### src/rtl/vbt_pkg.sv
// Shared types and constants for the vario beep tone controller.
// No dependencies; imported by every module of the block.
`timescale 1ns / 1ps

package vbt_pkg;

  localparam int unsigned QueueDepth  = 2;
  localparam int unsigned DivWidth    = 31;
  localparam int unsigned DivStepBits = $clog2(DivWidth);
  localparam int unsigned ScaleNum    = 100000;
  localparam int unsigned ScaleBits   = $clog2(ScaleNum + 1);
  localparam int unsigned RateMul     = 105;
  localparam int unsigned PctRecip    = 1374389535;
  localparam int unsigned PctShift    = 37;
  localparam int unsigned ShortLen    = 7;
  localparam int unsigned PeriodRecip = 205;
  localparam int unsigned PeriodShift = 11;

  localparam logic [15:0] FreqReset   = 16'd1000;
  localparam logic [7:0]  VolReset    = 8'd100;
  localparam logic [7:0]  VolMax      = 8'd100;
  localparam logic [7:0]  PeriodReset = 8'd200;

  typedef enum logic [3:0] {
    CmdTick     = 4'd0,
    CmdSetFreq  = 4'd1,
    CmdSetVol   = 4'd2,
    CmdLouder   = 4'd3,
    CmdQuieter  = 4'd4,
    CmdMute     = 4'd5,
    CmdUnmute   = 4'd6,
    CmdBeep     = 4'd7,
    CmdShort    = 4'd8,
    CmdCont     = 4'd9,
    CmdSetPer   = 4'd10
  } cmd_e;

  typedef enum logic [3:0] {
    ModeIdle  = 4'b0001,
    ModeBeep  = 4'b0010,
    ModeShort = 4'b0100,
    ModeCont  = 4'b1000
  } mode_e;

  typedef struct packed {
    logic [3:0]  command;
    logic [15:0] value;
  } in_item_t;

  typedef struct packed {
    logic [23:0] pwm_reload;
    logic [23:0] pwm_compare;
    logic        tone_on;
  } out_item_t;

  typedef struct packed {
    logic [15:0] freq;
    logic [7:0]  eff_volume;
    logic        tone_on;
  } snap_t;

  typedef struct packed {
    logic                   start;
    logic [DivWidth-1:0]    dividend;
    logic [15:0]            divisor;
    logic [DivStepBits-1:0] last_step;
  } div_req_t;

  typedef struct packed {
    logic                done;
    logic [DivWidth-1:0] quotient;
  } div_rsp_t;

endpackage

### src/rtl/vbt_front.sv
// Front end: command decode, settings, and the beep mode machine.
// Emits one tone snapshot per tick. Depends on vbt_pkg.
`timescale 1ns / 1ps

module vbt_front (
  input  logic             clk_i,
  input  logic             rst_ni,
  input  logic             accept_i,
  input  vbt_pkg::in_item_t item_i,
  output logic             snap_push_o,
  output vbt_pkg::snap_t   snap_o
);
  import vbt_pkg::*;

  logic [15:0] freq_q, freq_d;
  logic [7:0]  vol_q, vol_d;
  logic        mute_q, mute_d;
  mode_e       mode_q, mode_d;
  logic [7:0]  period_q, period_d;
  logic        gate_q, gate_d;
  logic        restart_q, restart_d;
  logic [7:0]  count_q, count_d;

  logic [7:0]  lo;
  logic [8:0]  vol_sum;
  logic [15:0] period_prod;
  logic [7:0]  period_tenth;
  logic        on;

  assign lo           = item_i.value[7:0];
  assign vol_sum      = {1'b0, vol_q} + {1'b0, lo};
  assign period_prod  = 16'(period_q) * 16'(PeriodRecip);
  assign period_tenth = 8'(period_prod >> PeriodShift);

  always_comb begin
    freq_d    = freq_q;
    vol_d     = vol_q;
    mute_d    = mute_q;
    mode_d    = mode_q;
    period_d  = period_q;
    gate_d    = gate_q;
    restart_d = restart_q;
    count_d   = count_q;
    if (accept_i) begin
      case (item_i.command)
        CmdTick: begin
          case (mode_q)
            ModeBeep: begin
              if (restart_q) begin
                restart_d = 1'b0;
                gate_d    = 1'b1;
                count_d   = '0;
              end
              count_d = 8'(count_d + 8'd1);
              if (count_d >= period_tenth) begin
                gate_d  = ~gate_d;
                count_d = '0;
              end
            end
            ModeShort: begin
              if (restart_q) begin
                restart_d = 1'b0;
                count_d   = '0;
              end
              count_d = 8'(count_d + 8'd1);
              if (count_d < 8'(ShortLen)) begin
                gate_d = 1'b0;
              end else begin
                gate_d  = 1'b1;
                count_d = '0;
              end
            end
            ModeCont: begin
              restart_d = 1'b1;
              mute_d    = 1'b0;
              gate_d    = 1'b1;
            end
            default: begin
              restart_d = 1'b1;
              gate_d    = 1'b1;
            end
          endcase
        end
        CmdSetFreq: freq_d = item_i.value;
        CmdSetVol:  vol_d = lo;
        CmdLouder: begin
          vol_d = (vol_sum <= {1'b0, VolMax}) ? vol_sum[7:0] : VolMax;
        end
        CmdQuieter: begin
          vol_d = (vol_q >= lo) ? 8'(vol_q - lo) : '0;
        end
        CmdMute:    mute_d = 1'b1;
        CmdUnmute:  mute_d = 1'b0;
        CmdBeep:    mode_d = ModeBeep;
        CmdShort:   mode_d = ModeShort;
        CmdCont:    mode_d = ModeCont;
        CmdSetPer:  period_d = lo;
        default: begin
        end
      endcase
    end
  end

  assign on          = gate_d & ~mute_d;
  assign snap_push_o = accept_i && (item_i.command == CmdTick);

  always_comb begin
    snap_o.freq       = freq_q;
    snap_o.eff_volume = on ? vol_q : '0;
    snap_o.tone_on    = on;
  end

  always_ff @(posedge clk_i or negedge rst_ni) begin
    if (!rst_ni) begin
      freq_q    <= FreqReset;
      vol_q     <= VolReset;
      mute_q    <= 1'b0;
      mode_q    <= ModeBeep;
      period_q  <= PeriodReset;
      gate_q    <= 1'b0;
      restart_q <= 1'b1;
      count_q   <= '0;
    end else begin
      freq_q    <= freq_d;
      vol_q     <= vol_d;
      mute_q    <= mute_d;
      mode_q    <= mode_d;
      period_q  <= period_d;
      gate_q    <= gate_d;
      restart_q <= restart_d;
      count_q   <= count_d;
    end
  end

endmodule

### src/rtl/vbt_queue.sv
// Short snapshot queue between front and back end.
// Depends on vbt_pkg for the snapshot type.
`timescale 1ns / 1ps

module vbt_queue #(
  parameter int unsigned Depth = vbt_pkg::QueueDepth
) (
  input  logic           clk_i,
  input  logic           rst_ni,
  input  logic           push_i,
  input  vbt_pkg::snap_t data_i,
  input  logic           pop_i,
  output vbt_pkg::snap_t data_o,
  output logic           full_o,
  output logic           empty_o
);
  import vbt_pkg::*;

  localparam int unsigned PtrW = (Depth > 1) ? $clog2(Depth) : 1;
  localparam int unsigned CntW = $clog2(Depth + 1);

  snap_t           mem_q [Depth];
  logic [PtrW-1:0] wr_ptr_q, rd_ptr_q;
  logic [CntW-1:0] cnt_q;
  logic            do_push, do_pop;

  assign full_o  = (cnt_q == CntW'(Depth));
  assign empty_o = (cnt_q == '0);
  assign do_push = push_i && !full_o;
  assign do_pop  = pop_i && !empty_o;
  assign data_o  = mem_q[rd_ptr_q];

  always_ff @(posedge clk_i) begin
    if (do_push) begin
      mem_q[wr_ptr_q] <= data_i;
    end
  end

  always_ff @(posedge clk_i or negedge rst_ni) begin
    if (!rst_ni) begin
      wr_ptr_q <= '0;
      rd_ptr_q <= '0;
      cnt_q    <= '0;
    end else begin
      if (do_push) begin
        wr_ptr_q <= (wr_ptr_q == PtrW'(Depth - 1)) ? '0 : PtrW'(wr_ptr_q + 1'b1);
      end
      if (do_pop) begin
        rd_ptr_q <= (rd_ptr_q == PtrW'(Depth - 1)) ? '0 : PtrW'(rd_ptr_q + 1'b1);
      end
      if (do_push && !do_pop) begin
        cnt_q <= CntW'(cnt_q + 1'b1);
      end else if (do_pop && !do_push) begin
        cnt_q <= CntW'(cnt_q - 1'b1);
      end
    end
  end

endmodule

### src/rtl/vbt_divider.sv
// Restoring divider, one quotient bit per cycle, step count set per start.
// Depends on vbt_pkg for request and response types.
`timescale 1ns / 1ps

module vbt_divider (
  input  logic              clk_i,
  input  logic              rst_ni,
  input  vbt_pkg::div_req_t req_i,
  output vbt_pkg::div_rsp_t rsp_o
);
  import vbt_pkg::*;

  logic [15:0]            rem_q, divisor_q;
  logic [DivWidth-1:0]    dvd_q, quo_q;
  logic [DivStepBits-1:0] cnt_q;
  logic                   busy_q, done_q;
  logic [16:0]            rem_sh;
  logic                   ge;

  assign rem_sh = {rem_q, dvd_q[DivWidth-1]};
  assign ge     = (rem_sh >= {1'b0, divisor_q});

  always_ff @(posedge clk_i) begin
    if (req_i.start) begin
      rem_q     <= '0;
      divisor_q <= req_i.divisor;
      dvd_q     <= req_i.dividend;
      quo_q     <= '0;
      cnt_q     <= req_i.last_step;
    end else if (busy_q) begin
      rem_q <= ge ? 16'(rem_sh - {1'b0, divisor_q}) : rem_sh[15:0];
      dvd_q <= {dvd_q[DivWidth-2:0], 1'b0};
      quo_q <= {quo_q[DivWidth-2:0], ge};
      cnt_q <= DivStepBits'(cnt_q - 1'b1);
    end
  end

  always_ff @(posedge clk_i or negedge rst_ni) begin
    if (!rst_ni) begin
      busy_q <= 1'b0;
      done_q <= 1'b0;
    end else begin
      done_q <= busy_q && (cnt_q == '0) && !req_i.start;
      if (req_i.start) begin
        busy_q <= 1'b1;
      end else if (busy_q && (cnt_q == '0)) begin
        busy_q <= 1'b0;
      end
    end
  end

  assign rsp_o.done     = done_q;
  assign rsp_o.quotient = quo_q;

endmodule

### src/rtl/vbt_back.sv
// Back end: turns a tone snapshot into PWM reload and compare values.
// Depends on vbt_pkg and vbt_divider; holds the result register.
`timescale 1ns / 1ps

module vbt_back (
  input  logic               clk_i,
  input  logic               rst_ni,
  input  logic               q_empty_i,
  input  vbt_pkg::snap_t     q_data_i,
  output logic               q_pop_o,
  output vbt_pkg::out_item_t result_o,
  output logic               empty_o,
  input  logic               pop_i
);
  import vbt_pkg::*;

  typedef enum logic [4:0] {
    SIdle    = 5'b00001,
    SDivFreq = 5'b00010,
    SMulVol  = 5'b00100,
    SMulPct  = 5'b01000,
    SFinish  = 5'b10000
  } state_e;

  state_e      state_q, state_d;
  snap_t       snap_q;
  logic [23:0] reload_q;
  logic [30:0] prod_q;
  logic [23:0] compare_q;
  out_item_t   out_q;
  logic        out_valid_q;
  div_req_t    div_req;
  div_rsp_t    div_rsp;
  logic        take, zero_freq, out_load;
  logic [61:0] pct_prod;

  vbt_divider u_div (
    .clk_i  (clk_i),
    .rst_ni (rst_ni),
    .req_i  (div_req),
    .rsp_o  (div_rsp)
  );

  assign take      = (state_q == SIdle) && !q_empty_i;
  assign zero_freq = (q_data_i.freq == '0);
  assign q_pop_o   = take;
  assign out_load  = (state_q == SFinish) && (!out_valid_q || pop_i);
  assign pct_prod  = 62'(prod_q) * 62'(PctRecip);

  always_comb begin
    div_req = '0;
    if (take && !zero_freq) begin
      div_req.start     = 1'b1;
      div_req.dividend  = DivWidth'(ScaleNum) << (DivWidth - ScaleBits);
      div_req.divisor   = q_data_i.freq;
      div_req.last_step = DivStepBits'(ScaleBits - 1);
    end
  end

  always_comb begin
    state_d = state_q;
    case (state_q)
      SIdle: begin
        if (take) begin
          state_d = zero_freq ? SFinish : SDivFreq;
        end
      end
      SDivFreq: begin
        if (div_rsp.done) begin
          state_d = SMulVol;
        end
      end
      SMulVol: state_d = SMulPct;
      SMulPct: state_d = SFinish;
      SFinish: begin
        if (out_load) begin
          state_d = SIdle;
        end
      end
      default: state_d = SIdle;
    endcase
  end

  always_ff @(posedge clk_i) begin
    if (take) begin
      snap_q    <= q_data_i;
      reload_q  <= '0;
      compare_q <= '0;
    end
    if ((state_q == SDivFreq) && div_rsp.done) begin
      reload_q <= 24'(div_rsp.quotient[ScaleBits-1:0] * 7'(RateMul));
    end
    if (state_q == SMulVol) begin
      prod_q <= 31'(reload_q[23:1] * snap_q.eff_volume);
    end
    if (state_q == SMulPct) begin
      compare_q <= pct_prod[PctShift+23:PctShift];
    end
    if (out_load) begin
      out_q.pwm_reload  <= reload_q;
      out_q.pwm_compare <= compare_q;
      out_q.tone_on     <= snap_q.tone_on;
    end
  end

  always_ff @(posedge clk_i or negedge rst_ni) begin
    if (!rst_ni) begin
      state_q     <= SIdle;
      out_valid_q <= 1'b0;
    end else begin
      state_q <= state_d;
      if (out_load) begin
        out_valid_q <= 1'b1;
      end else if (pop_i) begin
        out_valid_q <= 1'b0;
      end
    end
  end

  assign result_o = out_q;
  assign empty_o  = !out_valid_q;

endmodule

### src/rtl/vario_beep_tone_controller_unit.sv
// Vario beep tone controller: commands update the settings registers as they are accepted; a
// tick's PWM result passes the queue, 17 divider steps for the reload, volume and percent
// multiply stages and the result register (a zero frequency skips straight to the result).
// Ticks are taken back to back until the snapshot queue fills; the back end takes a new
// snapshot only after loading the last result. Reset: asynchronous, active low; settings
// return to their defaults, queue and result register empty.
`timescale 1ns / 1ps

module vario_beep_tone_controller_unit #(
  parameter int unsigned QueueDepth = vbt_pkg::QueueDepth
) (
  input  logic                clk_i,
  input  logic                rst_ni,
  input  logic                push,
  output logic                full,
  input  vbt_pkg::in_item_t   item_i,
  output logic                empty,
  input  logic                pop,
  output vbt_pkg::out_item_t  result_o
);
  import vbt_pkg::*;

  logic  accept;
  logic  snap_push;
  snap_t snap_in, snap_out;
  logic  q_full, q_empty, q_pop;

  assign full   = q_full;
  assign accept = push && !q_full;

  vbt_front u_front (
    .clk_i       (clk_i),
    .rst_ni      (rst_ni),
    .accept_i    (accept),
    .item_i      (item_i),
    .snap_push_o (snap_push),
    .snap_o      (snap_in)
  );

  vbt_queue #(
    .Depth (QueueDepth)
  ) u_queue (
    .clk_i   (clk_i),
    .rst_ni  (rst_ni),
    .push_i  (snap_push),
    .data_i  (snap_in),
    .pop_i   (q_pop),
    .data_o  (snap_out),
    .full_o  (q_full),
    .empty_o (q_empty)
  );

  vbt_back u_back (
    .clk_i     (clk_i),
    .rst_ni    (rst_ni),
    .q_empty_i (q_empty),
    .q_data_i  (snap_out),
    .q_pop_o   (q_pop),
    .result_o  (result_o),
    .empty_o   (empty),
    .pop_i     (pop)
  );

endmodule

### config.mk
export PLATFORM = sky130hd
export DESIGN_NAME = vario_beep_tone_controller_unit
export DESIGN_NICKNAME = d
export VERILOG_FILES = /design/src/rtl/vbt_pkg.sv /design/src/rtl/vbt_front.sv /design/src/rtl/vbt_queue.sv /design/src/rtl/vbt_divider.sv /design/src/rtl/vbt_back.sv /design/src/rtl/vario_beep_tone_controller_unit.sv
export SDC_FILE = /design/constraint.sdc
export NUM_CORES = 2
export LEC_CHECK = 0
export BUFFER_PORTS_ARGS = -buffer_cell sky130_fd_sc_hd__buf_4
export CAP_MARGIN = 0
export CORE_ASPECT_RATIO = 1.5
export CORE_MARGIN = 2
export CORE_UTILIZATION = 60
export CTS_CLUSTER_SIZE = 28
export DETAILED_ROUTE_END_ITERATION = 6
export GPL_TIMING_DRIVEN = 0
export HOLD_SLACK_MARGIN = 0.15
export PLACE_DENSITY = 0.87
export SLEW_MARGIN = 20
export SYNTH_ARGS = -nofsm -noshare
export SYNTH_HDL_FRONTEND = slang
export SYNTH_SLANG_ARGS = --single-unit
### constraint.sdc
create_clock -name clk_i -period 7.1 [get_ports clk_i]
set_clock_uncertainty 0.05 [all_clocks]
set_input_delay 1.42 -clock clk_i [delete_from_list [all_inputs] [get_ports clk_i]]
set_output_delay 1.42 -clock clk_i [all_outputs]
set_load 0.02 [all_outputs]
## Yosys cells after proc, flatten, opt, wreduce, memory -nomap -nowiden

Memory sizes are Yosys's and may differ from the RTL's.
Cells that the tools add are included.

| operators by class | value |
|---|---|
| $add $sub $neg | 10 |
| equality and inequality tests | 22 |
| reductions and logical operators | 41 |
| bitwise gates (word level) | 3 |
| $lt $le $gt $ge | 5 |
| mux-type cells | 52 |
| $mul | 4 |

Operator list:

| cell | number |
|---|---|
| $mux 8 | 12 |
| $mux 24 | 3 |
| $mux 31 | 2 |
| $mul 31x31->61 const B | 1 |
| $mux 53 | 1 |
| $mul 23x8->31 | 1 |
| $mux 5 | 6 |
| $pmux 5 s5 | 1 |
| $mul 17x7->24 const B | 1 |
| $pmux 8 s3 | 1 |
| $eq 4x3->1 const B | 5 |
| $mux 1 | 19 |
| $ge 17x16->1 | 1 |
| $add 8x1->8 const B | 2 |
| $eq 4x4->1 const B | 4 |
| $logic_not 16->1 | 1 |
| $mul 8x8->16 const B | 1 |
| $mux 16 | 1 |
| $pmux 8 s2 | 1 |
| $sub 16x16->16 | 1 |
| $reduce_bool 2->1 | 7 |
| $eq 4x2->1 const B | 3 |
| $logic_and 1x1->1 | 12 |
| $pmux 4 s3 | 1 |
| other kinds (33) | 49 |

| word-level totals | value |
|---|---|
| bits of input ports | 24 |
| register bits | 281 |
| output and inout port bits | 51 |
| memories kept | 1 |
| bits in writable memories | 50 |

Memories:

| name | depth | width | rd ports | clocked after memory_dff | write ports | RTL line | source |
|---|---|---|---|---|---|---|---|
| u_queue.mem_q | 2 | 25 | 1 | 0 | 1 | vbt_queue.sv:22 | `snap_t mem_q [Depth];` |

## Logic depth before layout (Yosys ltp)

| depth | value |
|---|---|
| depth after elaboration | 12 |
| gate-level depth with buffers | 25 |
| gate-level depth less buffers | 25 |

## Modules after synthesis

From an unflattened synthesis, not the netlist that was laid out.

| second synthesis, totals | value |
|---|---|
| cell total of the unflattened synthesis | 3764 |
| area total of the unflattened synthesis | 39882.0 µm² |

By module, submodules not included:

| module | area an instance (µm²) | times used | cells each |
|---|---|---|---|
| vbt_back | 28678.8 | 1 | 2802 |
| vbt_divider | 4824.6 | 1 | 423 |
| vbt_front | 4262.8 | 1 | 441 |
| vbt_queue | 2102.0 | 1 | 97 |
| vario_beep_tone_controller_unit | 13.8 | 1 | 1 |

## Worst setup path before layout

OpenSTA, ideal clock, no wires.

| timing | value |
|---|---|
| path type | register -> register |
| from | reg u_back.prod_q[18] |
| to | reg u_back.compare_q[23] (data pin) |
| period minus slack after synthesis | 6.885 ns |
| path buffers | 0 |
| library setup time | 0.265 ns |
| cell stages (with the launch flop) | 24 |
| required time | 6.785 ns |
| arrival | 6.570 ns |
| path slack | 0.215 ns |
| cell sequence | edfxtp_1 inv_1 fa_1 inv_1 ha_1 inv_1 fa_1 inv_1 fa_1 fa_1 inv_1 fa_1 inv_1 ha_1 ha_1 ha_1 and3_1 or3b_1 or3_4 or3_4 o21ai_4 o211ai_4 and3_1 or3_1 |

| on the way | value |
|---|---|
| cells in the longest elaborated chain, start to end | 2 |

RTL lines:

| what | RTL line | source |
|---|---|---|
| start, declared | vbt_back.sv:28 | `logic [30:0] prod_q;` |
| start signal, assigned | vbt_back.sv:94 | `prod_q <= 31'(reload_q[23:1] * snap_q.eff_volume);` |
| $mul 31x31->61 | vbt_back.sv:48 | `assign pct_prod = 62'(prod_q) * 62'(PctRecip);` |
| $mux 24 | vbt_back.sv:96 | `if (state_q == SMulPct) begin` |
| end signal, assigned | vbt_back.sv:97 | `compare_q <= pct_prod[PctShift+23:PctShift];` |
| end, declared | vbt_back.sv:29 | `logic [23:0] compare_q;` |

No other way between the ends.
A chain may end at the register's enable or synchronous reset.

## Worst setup path in the final report

| timing | value |
|---|---|
| from | reg u_back.prod_q[6] |
| to | reg u_back.compare_q[8] (data pin) |

Same word-level chain as after synthesis.

==> reports/results.env <==
RUN_STATUS='complete, but fails checks'
USE_MET3=0.0507
NUMCLOCKSINKS=311
TOTAL_PLACED_CELLS_INCLUDING_TAP_CELLS=4560
POSTCTSHOLDBUFS=0
RELSLEWSLACK=0.328
GRT_USE_MET1=0.305
ROUTE.ANTENNA.REMAINING_NETS=0
POST_DRT_VIA_CELL_RATIO=5.90
GRT.TOTAL_USAGE=0.307
CLOCKBUFFERDEPTH=3
SYNTH_NETS=4818
GRT_REMAINING_OVERFLOW=0
ROUTE.DETAILED.WL_PER_INST_UM=21.7
PIN_COUNT_OF_THE_BIGGEST_NET_ENTERING_GLOBAL_ROUTING=59
DIEHEIGHT_UM=313
TIMING.CRITICAL_PATH.REQUIRED_PS=7400
ASYNC_RESET_FF_FRAC=0.186
REPORT.FINAL.SETUP_VIOL=15
CORE_ROWS=113
FINAL.MIN_CLOCK_PERIOD_PS=7380
PLACE.GP.CONGESTION=1.01
MAPPEDNETLISTAREA_UM2=38100
SYNTH_ENABLE_FLOP_CELLS=220
CRITICAL_PATH_PEAK_FANOUT=6
SYNTH_SEQ_AREA_SHARE=0.229
LAYOUT-DRIVE-GT1-SHARE=0.111
YS_WARN_COUNT=0
CTS-HTREE-LEVELS=1
FINAL_CELLS=4735
WORST_PIN_SLEW_PS=1000
ARRIVAL_TIME_AT_THE_WORST_ENDPOINT_PS=7680
END_KIND='flop'
MAXCLOCKFREQUENCY_MHz=136
CLK-INSERTION-DELAY-LATE_PS=610
REG2REG_DEPTH=21
LAYOUT.AREA.SEQ_UM2=8740
WORSTSETUPSTARTPOINTTYPE='flop'
FIN_WORST_HOLD_SLACK_PS=351
TIMING.HOLD.WORST.CLASS='flop to flop'
CLOCK-ROOT-BUFFER='sky130_fd_sc_hd__clkbuf_16'
WORST_SLACK_PS=-279
WORST_HOLD_PATH.NUM_CELLS=0
FINAL_UTIL=0.672
NUMBER_OF_BUFFER_CELLS_ADDED_ON_PRIMARY_PORTS=73
POST-ROUTE-PERIOD-UTIL=1.04
LAYOUT.NETS=5050
IOPINCOUNT=75
GLOBAL_ROUTE.USAGE.MET2=0.559
CTS_TREE='built'
CORE_AREA_UM2=63100
INITIAL_UTILIZATION=0.604
GRT_FIRST_PASS_WIRELENGTH_UM=155000
FINAL_HOLD_VIOL_COUNT=0
SYN_AVG_CELL_AREA_UM2=10.4
DETAIL_ROUTE.WIRELENGTH_UM=103000
NUMBER_OF_MAX_CAP_VIOLATIONS=0
SYNTH_CELL_TYPES=79
CLKTRANSATPATHREGS_PS=90
DR_TOTAL_VIAS=28000
POST-DP-HPWL_UM=78300
DIE_AREA_UM2=65600
DRT_DRC_VIOLATIONS_LEFT=0
GRT_ANTENNA_BEFORE_REPAIR=2
DIE_W_UM=210
RSZ0062_AT_GRT='true'
YS.FLOP_TYPE='sky130_fd_sc_hd__edfxtp_1'
TRITONCTS.NUM_BUFFERS=28
DRT_ITER0_MARKERS=1943
CRITPATHKIND='flop to flop'
TNS_PS=-2540
DR.PASS1.ITERS=5
GLOBAL_ROUTE.PEAK_USAGE_LAYER='met2'
FILLERINSTANCES=4319
AREAGROWTHSYNTHTOFINISH_PCT=11.2
FIRST_GLOBAL_VIAS=29900
VIOLATIONS_IN_THE_FINAL_REPORTS='negative setup slack'
FLIP_FLOP_AND_LATCH_COUNT_AFTER_SYNTHESIS=311
TOTAL_AREA_OF_MULTI_INPUT_COMBINATIONAL_CELLS_UM2=26400
SYN-INSTANCE-COUNT=3675
TIMING_MAX_TRANSITION_VIOLATIONS_FINAL=0
[path summary, 6_finish.rpt]
| check | start | to | slack [ps] |
|---|---|---|---|
| setup / recovery | u_back.prod_q[6]$_DFFE_PN_ | u_back.compare_q[8]$_SDFFCE_PN0P_ | -280 |
| hold / removal | u_back.compare_q[2]$_SDFFCE_PN0P_ | u_back.result_o[3]$_DFFE_PP_ | 350 |
| setup reg to reg | u_back.prod_q[6]$_DFFE_PN_ | u_back.compare_q[8]$_SDFFCE_PN0P_ | -280 |
| hold reg to reg | u_back.compare_q[2]$_SDFFCE_PN0P_ | u_back.result_o[3]$_DFFE_PP_ | 350 |
| max in group asynchronous | rst_ni | u_front.freq_q[10]$_DFFE_PN0P_ | 5640 |
| min in group asynchronous | rst_ni | u_back.out_valid_q$_DFFE_PN0P_ | 850 |
[stage by stage]
step / setup slack (ps) / cell area [um2]
CTS: -120 / 41800
detailed placement: -1070 / 39700
global placement: -1020 / 39700
floorplan: 215 / 38100
finish: -279 / 42400
global route: -534 / 42400
[metal layers]
layer,vias up,share of wire
met5,-,0.00013
met4,2,0.10
met3,597,0.065
met2,1353,0.52
met1,13700,0.32
li1,12300,-
[sequential cells by signal (all words and copies together) (netlist names), 8 cells and up]
name / cells
u_back.result_o: 49
u_back.u_div.rem_q: 16
u_back.reload_q: 24
u_queue.mem_q: 50
u_back.u_div.dvd_q: 12
u_front.period_q: 8
u_back.snap_q: 9
u_back.prod_q: 31
u_back.u_div.quo_q: 17
u_back.compare_q: 24
u_front.freq_q: 16
u_front.vol_q: 8
u_back.u_div.divisor_q: 16
u_front.count_q: 8
[cells by family after synthesis]
group,Yosys count,share of synthesized area
AOI/OAI and AO/OA,425,0.0726
xor gates and xnor gates,94,0.0216
adders and majority gates,1119,0.473
buffers and inverters,976,0.0963
DFF,311,0.229
muxes,66,0.0180
and+or+nand+nor,684,0.0887
[cells in the mapped netlist, drive strengths merged (4+ instances only)]
library cell	count	area share
a211oi	19	0.0037
a21boi	5	0.00099
a21o	60	0.012
a21oi	111	0.015
a221oi	9	0.0021
a311oi	5	0.0011
a31oi	14	0.0023
a41oi	6	0.0014
and2	115	0.019
and3	17	0.0028
clkbuf	54	0.0054
dfrtp	43	0.028
dfstp	15	0.010
dfxtp	33	0.017
edfxtp	220	0.17
fa	538	0.28
ha	581	0.19
inv	918	0.090
mux2	19	0.0056
mux2i	47	0.012
nand2	182	0.018
nand2b	30	0.0049
nand3	37	0.0049
nand4	20	0.0033
nor2	163	0.016
nor2b	20	0.0033
nor3	34	0.0045
nor4	20	0.0033
o2111ai	5	0.0011
o211ai	15	0.0033
o21a	19	0.0037
o21ai	99	0.013
o21bai	14	0.0028
o31ai	9	0.0018
o41ai	4	0.00092
or2	6	0.00099
or3	18	0.0033
or4	7	0.0014
xnor2	59	0.014
xor2	35	0.0080
[final cells by class]
type / count / area share
multi-input cells: 2388 / 0.622
flip-flops and latches: 311 / 0.206
inverters: 919 / 0.0815
repair buffers: 204 / 0.0392
well taps: 805 / 0.0238
clock buffers: 31 / 0.0170
clock inverters: 21 / 0.00537
plain buffers: 55 / 0.00505
diodes: 1 / 0.0000591
[timing repair]
| action | CTS | global route |
|---|---|---|
| gates resized for setup | 77 | 86 |
| buffers inserted | 99 | 25 |
| pin swaps | 48 | 67 |
| setup endpoints to repair | 24 | 23 |
[worst max-delay path: stages (launching register included)]
cell and delay, ps:
sky130_fd_sc_hd__edfxtp_1 540, sky130_fd_sc_hd__buf_4 250, sky130_fd_sc_hd__fa_1 470, sky130_fd_sc_hd__ha_1 260
sky130_fd_sc_hd__fa_1 480, sky130_fd_sc_hd__fa_1 550, sky130_fd_sc_hd__fa_2 610, sky130_fd_sc_hd__fa_1 450
sky130_fd_sc_hd__fa_1 520, sky130_fd_sc_hd__inv_2 50, sky130_fd_sc_hd__fa_1 530, sky130_fd_sc_hd__inv_2 50
sky130_fd_sc_hd__ha_4 270, sky130_fd_sc_hd__nand4_1 180, sky130_fd_sc_hd__nor3_4 270, sky130_fd_sc_hd__nand3_2 120
sky130_fd_sc_hd__or4_1 410, sky130_fd_sc_hd__a21o_1 220, sky130_fd_sc_hd__a31oi_4 330, sky130_fd_sc_hd__a31oi_1 170
sky130_fd_sc_hd__xor2_1 300, sky130_fd_sc_hd__nor2_1 70
[layout by cell type, fill, tap and decap left out, types with 17 or more instances in the layout]
cell	Yosys	routed
sky130_fd_sc_hd__ha_1	581	540
sky130_fd_sc_hd__nand3_1	37	35
sky130_fd_sc_hd__nor2b_1	20	20
sky130_fd_sc_hd__inv_2	0	20
sky130_fd_sc_hd__nor4_1	20	18
sky130_fd_sc_hd__nand4_1	20	20
sky130_fd_sc_hd__xor2_1	35	34
sky130_fd_sc_hd__o21ai_0	96	92
sky130_fd_sc_hd__o21a_1	19	19
sky130_fd_sc_hd__fa_2	0	20
sky130_fd_sc_hd__clkbuf_1	53	52
sky130_fd_sc_hd__clkbuf_16	0	28
sky130_fd_sc_hd__a21oi_1	111	106
sky130_fd_sc_hd__nor2_1	163	159
sky130_fd_sc_hd__buf_4	0	179
sky130_fd_sc_hd__ha_2	0	17
sky130_fd_sc_hd__xnor2_1	59	59
sky130_fd_sc_hd__mux2i_1	47	47
sky130_fd_sc_hd__fa_1	538	518
sky130_fd_sc_hd__ha_4	0	24
sky130_fd_sc_hd__and2_1	115	114
sky130_fd_sc_hd__dfxtp_1	33	33
sky130_fd_sc_hd__inv_1	918	897
sky130_fd_sc_hd__nand2b_1	30	30
sky130_fd_sc_hd__mux2_2	19	19
sky130_fd_sc_hd__dfrtp_1	43	43
sky130_fd_sc_hd__a21o_1	59	58
sky130_fd_sc_hd__edfxtp_1	220	220
sky130_fd_sc_hd__nand2_1	182	180
sky130_fd_sc_hd__nor3_1	34	30
Power is not shown: default switching activity piles up to over one toggle a cycle in this logic, so the estimate is an artifact.
